--- config.mk ---
export PLATFORM = sky130hd
export DESIGN_NAME = rsca_ctrl
export DESIGN_NICKNAME = d
export VERILOG_FILES = /design/src/hdl/rsca_pkg.sv /design/src/hdl/rsca_ctrl.sv
export SDC_FILE = /design/constraint.sdc
export NUM_CORES = 1
export LEC_CHECK = 0
export BUFFER_PORTS_ARGS = -buffer_cell sky130_fd_sc_hd__buf_4
export CAP_MARGIN = 10
export CORE_AREA = 10 10 47 49
export CTS_CLUSTER_SIZE = 25
export DETAILED_ROUTE_END_ITERATION = 10
export DIE_AREA = 0 0 57 59
export GPL_TIMING_DRIVEN = 0
export PLACE_DENSITY = 0.54
export SLEW_MARGIN = 20
export SYNTH_ARGS = -nofsm -noshare
export SYNTH_HDL_FRONTEND = slang
export SYNTH_SLANG_ARGS = --single-unit
--- constraint.sdc ---
create_clock -name clk -period 1.05 [get_ports clk]
set_input_delay 0.0525 -clock clk [delete_from_list [all_inputs] [get_ports clk]]
set_output_delay 0.0525 -clock clk [all_outputs]
set_load 0.02 [all_outputs]
--- src/hdl/rsca_pkg.sv ---
// rsca_pkg: shared types and constants of the radius support counter
// no dependencies

package rsca_pkg;

  localparam int CFG_BITS  = 13;
  localparam int CNT_BITS  = 11;
  localparam int RAD_BITS  = 36;
  localparam int FAC_BITS  = 18;
  localparam int QUO_BITS  = 27;

  localparam logic [1:0] REG_DIMS         = 2'd0;
  localparam logic [1:0] REG_SOURCE_COUNT = 2'd1;
  localparam logic [1:0] REG_MIN_SUPPORTS = 2'd2;
  localparam logic [1:0] REG_MAX_SUPPORTS = 2'd3;

  localparam logic [1:0] KIND_NONE   = 2'd0;
  localparam logic [1:0] KIND_GROW   = 2'd1;
  localparam logic [1:0] KIND_SHRINK = 2'd2;

  localparam logic [FAC_BITS-1:0] FAC_ONE_HALF = 18'd98304;
  localparam logic [FAC_BITS-1:0] FAC_033      = 18'd21627;
  localparam logic [FAC_BITS-1:0] FAC_MAX      = 18'd262143;
  localparam logic [RAD_BITS-1:0] RADIUS_MAX   = 36'hF_FFFF_FFFF;

  typedef struct packed {
    logic accept;
    logic scan;
    logic decide;
    logic div_step;
    logic mul;
    logic sum;
    logic out_load;
  } rsca_cmd_t;

  typedef struct packed {
    logic scan_idle;
    logic need_div;
    logic scale;
    logic div_done;
  } rsca_sts_t;

endpackage

--- src/hdl/rsca_ctrl.sv ---
// rsca_ctrl: sequencer for load and query items and output handshake
// uses rsca_pkg

module rsca_ctrl (
  input  logic                clk,
  input  logic                rst,
  input  logic                in_valid,
  output logic                in_stall,
  input  logic                req_type,
  output logic                out_valid,
  input  logic                out_stall,
  output rsca_pkg::rsca_cmd_t cmd,
  input  rsca_pkg::rsca_sts_t sts
);

  typedef enum logic [2:0] {
    S_IDLE, S_SCAN, S_DECIDE, S_DIV, S_MUL, S_SUM, S_DONE
  } state_t;

  state_t state;
  logic   accept;
  logic   out_load;

  assign in_stall = (state != S_IDLE);
  assign accept   = in_valid && (state == S_IDLE);
  assign out_load = (state == S_DONE) && (!out_valid || !out_stall);

  always_comb begin
    cmd.accept   = accept;
    cmd.scan     = (state == S_SCAN);
    cmd.decide   = (state == S_DECIDE);
    cmd.div_step = (state == S_DIV) && !sts.div_done;
    cmd.mul      = (state == S_MUL);
    cmd.sum      = (state == S_SUM);
    cmd.out_load = out_load;
  end

  always_ff @(posedge clk) begin
    if (rst) begin
      state     <= S_IDLE;
      out_valid <= 1'b0;
    end else begin
      if (out_load) begin
        out_valid <= 1'b1;
      end else if (!out_stall) begin
        out_valid <= 1'b0;
      end
      unique case (state)
        S_IDLE: begin
          if (accept) begin
            state <= req_type ? S_SCAN : S_DONE;
          end
        end
        S_SCAN: begin
          if (sts.scan_idle) begin
            state <= S_DECIDE;
          end
        end
        S_DECIDE: begin
          priority if (sts.need_div) begin
            state <= S_DIV;
          end else if (sts.scale) begin
            state <= S_MUL;
          end else begin
            state <= S_DONE;
          end
        end
        S_DIV: begin
          if (sts.div_done) begin
            state <= S_MUL;
          end
        end
        S_MUL:  state <= S_SUM;
        S_SUM:  state <= S_DONE;
        S_DONE: begin
          if (out_load) begin
            state <= S_IDLE;
          end
        end
        default: state <= S_IDLE;
      endcase
    end
  end

endmodule

Word-level counts from Yosys, hierarchy flattened
Index checks and enable logic that the tools add are counted.
{ "totals": {"out_inout_bits": 9, "ff_bits": 4, "input_bits": 9, "wordCells": 33} }
{ "classes": {"n_reduce_logical": 10, "muxes": 10, "eq_ne": 11} }
{ "op_table": {"columns": ["operator", "n"], "rows": [
  ["$pmux 3 s7", 1],
  ["$mux 3", 6],
  ["$eq 3x3->1 const B", 3],
  ["$eq 3x2->1 const B", 2],
  ["$ne 2x2->1 const B", 3],
  ["$ne 2x1->1 const B", 2],
  ["$reduce_and 4->1", 1],
  ["$eq 3x1->1 const B", 1],
  ["$logic_and 1x1->1", 3],
  ["$logic_not 1->1", 3],
  ["$logic_not 3->1", 1],
  ["$reduce_bool 3->1", 1],
  ["$mux 1", 2],
  ["$mux 2", 1],
  ["$logic_or 1x1->1", 1]
]} }

Logic depth before layout (Yosys ltp)
Gate-level depths: netlist of run 1.
{ "logic_depth": {"ltp_word": 5, "depth_mapped": 5, "mapped_depth_nobuf": 4} }

Least setup slack after synthesis of run 1
Ideal clock, no wire load.
{ "synth_path": {"path_type": "register -> output", "startpoint": "register state[0]", "endpoint": "output port cmd[6] (netlist name)", "setup_slack_ns": -0.179, "n_path_buf": 2, "arrival_time_ns": 1.177, "t_required_ns": 0.998, "stages_incl_launch_ff": 5, "cell_sequence": "dfxtp_1 > buf_6 > or3_1 > nor2_1 > buf_4"} }
{ "synth_between": {"elab_chain_cells": 2} }
{ "synth_rtl": {"columns": ["element", "line", "rtl"], "rows": [
  ["start, declared", "rsca_ctrl.sv:20", "state_t state;"],
  ["start signal, assigned", "rsca_ctrl.sv:51", "state <= req_type ? S_SCAN : S_DONE;"],
  ["$logic_not 3->1", "rsca_ctrl.sv:25", "assign accept = in_valid && (state == S_IDLE);"],
  ["$logic_and 1x1->1", "rsca_ctrl.sv:25", null],
  ["end, declared", "rsca_ctrl.sv:12", "output rsca_pkg::rsca_cmd_t cmd,"]
]} }
No other way between the ends.

==> results of run 1 <==
-- metal layers --
metal  GRT usage [%]  vias up
li1                -      219
met1           6.643      201
met2           13.80       12
met3           2.790        4
met4           4.362        0
met5               0        -
-- critical path, cell delays in order, from the launching register on --
cell,delay [ns]
dfxtp_4,0.34
buf_6,0.11
or2b_1,0.26
nor3b_2,0.16
buf_4,0.16
-- per-stage QoR --
step,utilization [%],hold slack (ns)
2_1_floorplan,-,0.1216
3_3_place_gp,36.25,0.2432
3_5_place_dp,36.25,0.2462
4_1_cts,43.75,0.1702
5_1_grt,44.91,0.1897
6_report,44.91,0.1849
-- cell usage in the layout (no fill, tap or decap), drive strengths merged, types with 2 or more instances in the layout --
cell,Yosys,final
clkbuf,0,3
buf,5,25
nand2b,2,2
nand3b,2,2
a21oi,3,3
nor2,8,8
dfxtp,4,4
o21ai,6,6
nand2,3,3
nor3b,3,3
-- registers in the layout (all words and copies together) (netlist names) --
signal	count
state	3
out_valid	1
-- cell type report --
class | instances | area share (%)
Multi-Input combinational cell | 38 | 44.33
Timing Repair Buffer | 23 | 29.62
Sequential cell | 4 | 13.92
Buffer | 3 | 4.771
Clock buffer | 3 | 3.579
Tap cell | 16 | 3.181
Inverter | 1 | 0.5964
-- worst paths after layout --
| check | to | depth (start not counted) |
|---|---|---|
| setup reg to reg | state[2]$_SDFFE_PP0P_ | 7 |
| hold reg to reg | out_valid$_SDFFE_PP0P_ | 2 |
| setup / recovery | cmd[3] | 4 |
| hold / removal | out_valid$_SDFFE_PP0P_ | 3 |
-- logic make-up after synthesis --
logic type	after synthesis	synth area share, %
buffers and inverters	6	11.43
multiplexers	1	3.214
AND/OR/NAND/NOR	22	35.36
flip-flops	4	22.86
AO/OA/AOI/OAI	15	27.15
-- what timing repair did --
action | 4_1_cts | 5_1_grt
pin swaps | 5 | 5
endpoints found under the setup margin | 11 | 12
resized for setup | 16 | 5
hold buffers | 1 | 0
hold endpoints to repair | 1 | 0
buffers inserted | 5 | 1
-- power groups by stage --
stage,Sequential [µW],Clock (µW),Combinational [µW]
detailed placement,293,0,1020
global placement,294,0,1020
global route,316,211,1410
CTS,295,196,1230
finish,304,184,1280
floorplan,272,0,716
==> metrics, run 1 <==
Post-synth EDFFs=0; CTS tree=done; Final setup violation count=12; final setup TNS=-2.072 ns; IO buf count=17; CP endpoint kind=output port; area added between synthesis and finish=79.64%; die width=57 µm; met3 WL post-DR=61 µm; failing checks=setup timing; drt first pass iters=2; worst r2r src=state[0]$_SDFFE_PP0P_; Slew @ Worst Pin=0.2895 ns; switch share=42.66%; Max Cap Viol=0; FF+latch count, synth=4; pwr dens=2810 mW/mm²; setup ws final=-0.2621 ns; sequential share of the synthesized area=22.86%; most frequent cell after synthesis=nor2_1; yosys warns=0; CTS H-Tree Depth=1; number of diodes=0; fin crit period=1.312 ns; design area=629.4 µm²; Layout Cells excl Fill=88; drt first-iter violations=3; area of the core=0.001401 mm²; CTS max path bufs=2; area of the mapped netlist=350.3 µm²; Worst-path clk slew=0.04 ns; largest net degree at the start of global routing=11; TritonCTS buffer count=3; Avg Cell Area, Syn=7.299 µm²; Area contributors post-synth=dfxtp_1 23%, o21ai_0 8.6%, nor2_1 8.6%; status=complete, but fails checks; Fillers=160; first-pass GRT wire length=1994 µm; Metal-1 WL=436 µm; metal2 WL=606 µm; Mapped Cells=48; Post-Syn Nets=57; share of Yosys cell area claimed by the top area cell type=22.86%; Worst Path Arrival=1.26 ns; Sequential cell area=87.58 µm²; CP startpoint=state[0]$_SDFFE_PP0P_; total track usage=7.387%; multi-input logic area=279.0 µm²; RSZ-0062 raised after global routing=true; detailed-route DRC error count=0; drt wl/cell=13.06 µm; Overall Power=1769 µW; critical path fanouts, max=5; switching power=754.6 µW; worst vdd ir=1435 µV; reg2reg setup slack=-0.19 ns; hpwl dp=826.9 µm; row count=14; Starting Density=25.00%; initial antenna violation count=0; internal power=1014 µW; Layout Nets=83; Fin. Hold Viols=0; Critical Path Start Type=flop; Place WS=-0.2078 ns; clock skew=0.0001691 ns; Worst EP required=1.00 ns; highest metal used=met4; die height=59 µm; library cells used by synthesis=24; max_slew headroom=80.61%; post-DR vias/cell=4.955; final slew viol count=0; Final Wtd Congestion=0.7654; HP Class=primary input to flop; clock latency on the worst-skew pair=0.23 ns; Synth top cells by count=8 x nor2_1, 6 x o21ai_0, 4 x dfxtp_1; clock group share of total power=10.4%; critical path class=flop to output port; Reg power frac=17.2%; hold wc startpoint=out_stall; Sink Count=4; layout cells sized above 1=58.33%; largest area contributor in the netlist=dfxtp_1; Die ar.=0.003363 mm²; vias in the first global route=460; Comb pwr share=72.4%; Inst Count DP=81; final WL=1149 µm; placed cell areas=508.0 µm²; Peak Freq=762.1 MHz; Routed Antenna Nets=0; leakage=0.0002610 µW; DR vias=436; top_reg_cell synth=dfxtp_1; CTS root buffer=clkbuf_4; Synth async-reset ratio=0%; Top-Level Pins=18; Congestion Overflow GR=0; Tcrit/Tclk final=125.0%
(Power assumes the default switching activity.)
==> run 2, diff against run 1 <==
PLACE_DENSITY = 0.55   (was 0.54)
==> metrics, run 2 (synthesized netlist as in run 1, its figures left out) <==
number of diodes=0 (unchanged); drt first pass iters=4 (+2); reg2reg end=state[1]$_SDFFE_PP0P_; leakage=0.0003171 µW (+22%); Tcrit/Tclk final=126.1% (+1.1 points); Congestion Overflow GR=0 (unchanged); reg2reg path depth=6 (-1); fin crit period=1.324 ns (+0.01186 ns); Worst Path Arrival=1.27 ns (about the same); CTS H-Tree Depth=1 (unchanged); switch share=41.14% (-1.5 points); Reg power frac=13.7% (-3.5 points); Overall Power=2207 µW (+25%); CTS max path bufs=2 (unchanged); CTS root buffer=clkbuf_4; post-DR vias/cell=4.866 (-1.8%); Layout Cells excl Fill=97 (+10%); HP Class=primary input to flop; Fillers=122 (-24%); detailed-route DRC error count=0 (unchanged); Layout Nets=92 (+11%); Critical Path Start Type=flop; Routed Antenna Nets=0 (unchanged); clock group share of total power=8.3% (-2.1 points); drt first-iter violations=8 (+5); CTS tree=done; Die ar.=0.003363 mm² (unchanged); Final setup violation count=12 (unchanged); area added between synthesis and finish=114.6%; max_slew headroom=82.25% (+1.6 points); most common cell after layout, fill and taps aside=buf_4; total track usage=6.649% (-0.74 points); internal power=1299 µW (+28%); DR vias=472 (+8.3%); CP endpoint kind=output port; reg2reg setup slack=-0.19 ns (about the same); clock skew=0.0008645 ns (+0.0006955 ns); first-pass GRT wire length=1814 µm (-9.0%); RSZ-0062 raised after global routing=true; setup ws final=-0.2740 ns (-0.01186 ns); max reg flops=3 (unchanged); drt wl/cell=14.21 µm (+8.8%); worst r2r src=state[2]$_SDFFE_PP0P_; failing checks=setup timing; commonest non-fill, non-tap cells in the layout=19 x buf_4, 14 x buf_6, 5 x nor2_1; pwr dens=2935 mW/mm² (+4.4%); Worst-path clk slew=0.03 ns (about the same); TritonCTS buffer count=3 (unchanged); layout cells sized above 1=69.14% (+11 points); area of the core=0.001401 mm² (unchanged); worst vdd ir=1421 µV (-0.97%); Peak Freq=755.3 MHz (-0.90%); die height=59 µm (unchanged); Biggest register=state; row count=14 (unchanged); final slew viol count=0 (unchanged); hold wc startpoint=out_stall; Hold Slack=0.2144 ns (+0.02951 ns); Hold Crit Depth=3 (unchanged); final WL=1378 µm (+20%); critical path class=flop to output port; largest net degree at the start of global routing=11 (unchanged); initial antenna violation count=0 (unchanged); hpwl dp=781.6 µm (-5.5%); Fin. Hold Viols=0 (unchanged); IO buf count=17 (unchanged); Comb pwr share=77.9% (+5.5 points); Inst Count DP=81 (unchanged); switching power=907.9 µW (+20%); critical path fanouts, max=5 (unchanged); Starting Density=25.00% (unchanged); clock latency on the worst-skew pair=0.23 ns (about the same); die width=57 µm (unchanged); Top-Level Pins=18 (unchanged); vias in the first global route=443 (-3.7%); Worst Hold Path EP=out_valid$_SDFFE_PP0P_; Sink Count=4 (unchanged); Slew @ Worst Pin=0.2651 ns (-0.02444 ns); Max Cap Viol=0 (unchanged); Worst EP required=1.00 ns (about the same); status=complete, but fails checks; largest registers=state: 3 flops, out_valid: 1 flops; Final Wtd Congestion=0.8542 (+12%); final setup TNS=-2.173 ns (-0.1010 ns)
[run 2: worst max-delay path by stage]
stage                          startpoint                     to  depth (start not counted)
floorplan           state[1]$_SDFFE_PP0P_  state[1]$_SDFFE_PP0P_                          4
global placement    state[0]$_SDFFE_PP0P_                 cmd[6]                          5
detailed placement  state[0]$_SDFFE_PP0P_                 cmd[6]                          5
CTS                 state[2]$_SDFFE_PP0P_                 cmd[3]                          4
global route        state[0]$_SDFFE_PP0P_                 cmd[6]                          4
finish              state[0]$_SDFFE_PP0P_                 cmd[6]                          4
[run 2: timing repair]
item,in CTS,in global routing
buffers inserted,11,3
cloned,0,0
setup endpoints to repair,11,11
gates resized for setup,21,17
hold buffers,1,0
hold endpoints to repair,4,0
pin swaps,8,8
[run 2: cell type report]
class | count | area [µm²] | area share, %
inverters | 1 | 3.754 | 0.4992
well taps | 16 | 20.02 | 2.662
repair buffers | 32 | 287.8 | 38.27
flip-flops and latches | 4 | 88.84 | 11.81
multi-input cells | 38 | 301.5 | 40.10
plain buffers | 3 | 27.53 | 3.661
clock buffers | 3 | 22.52 | 2.995
[run 2: power by group through the flow]
stage	registers (µW)	clock network (µW)	logic [µW]
floorplan	272	0	716
global placement	292	0	1020
detailed placement	287	0	1010
CTS	288	192	1400
global route	312	201	1810
finish	303	184	1720
[run 2: worst max-delay path: stages, from the launching register on]
cell	delay, ns
dfxtp_4	0.34
buf_6	0.12
or3_4	0.38
nor2_4	0.09
buf_6	0.12
[run 2: metal layers]
layer | up-vias | share of wire [%] | track usage, %
met1 | 228 | 38 | 6.280
met4 | 0 | 0 | 4.027
met5 | - | 0 | 0
met3 | 0 | 4.2 | 1.717
li1 | 237 | - | -
met2 | 7 | 58 | 12.56
[run 2: per-stage QoR]
step / util (%) / cell area (µm²) / worst slack, ns
finish: 53.66 / 752.0 / -0.2740
global route: 53.66 / 752.0 / -0.3075
CTS: 47.14 / 660.6 / -0.2865
detailed placement: 36.25 / 508.0 / -0.1726
global placement: 36.25 / 508.0 / -0.1825
floorplan: - / 360.3 / -0.1054
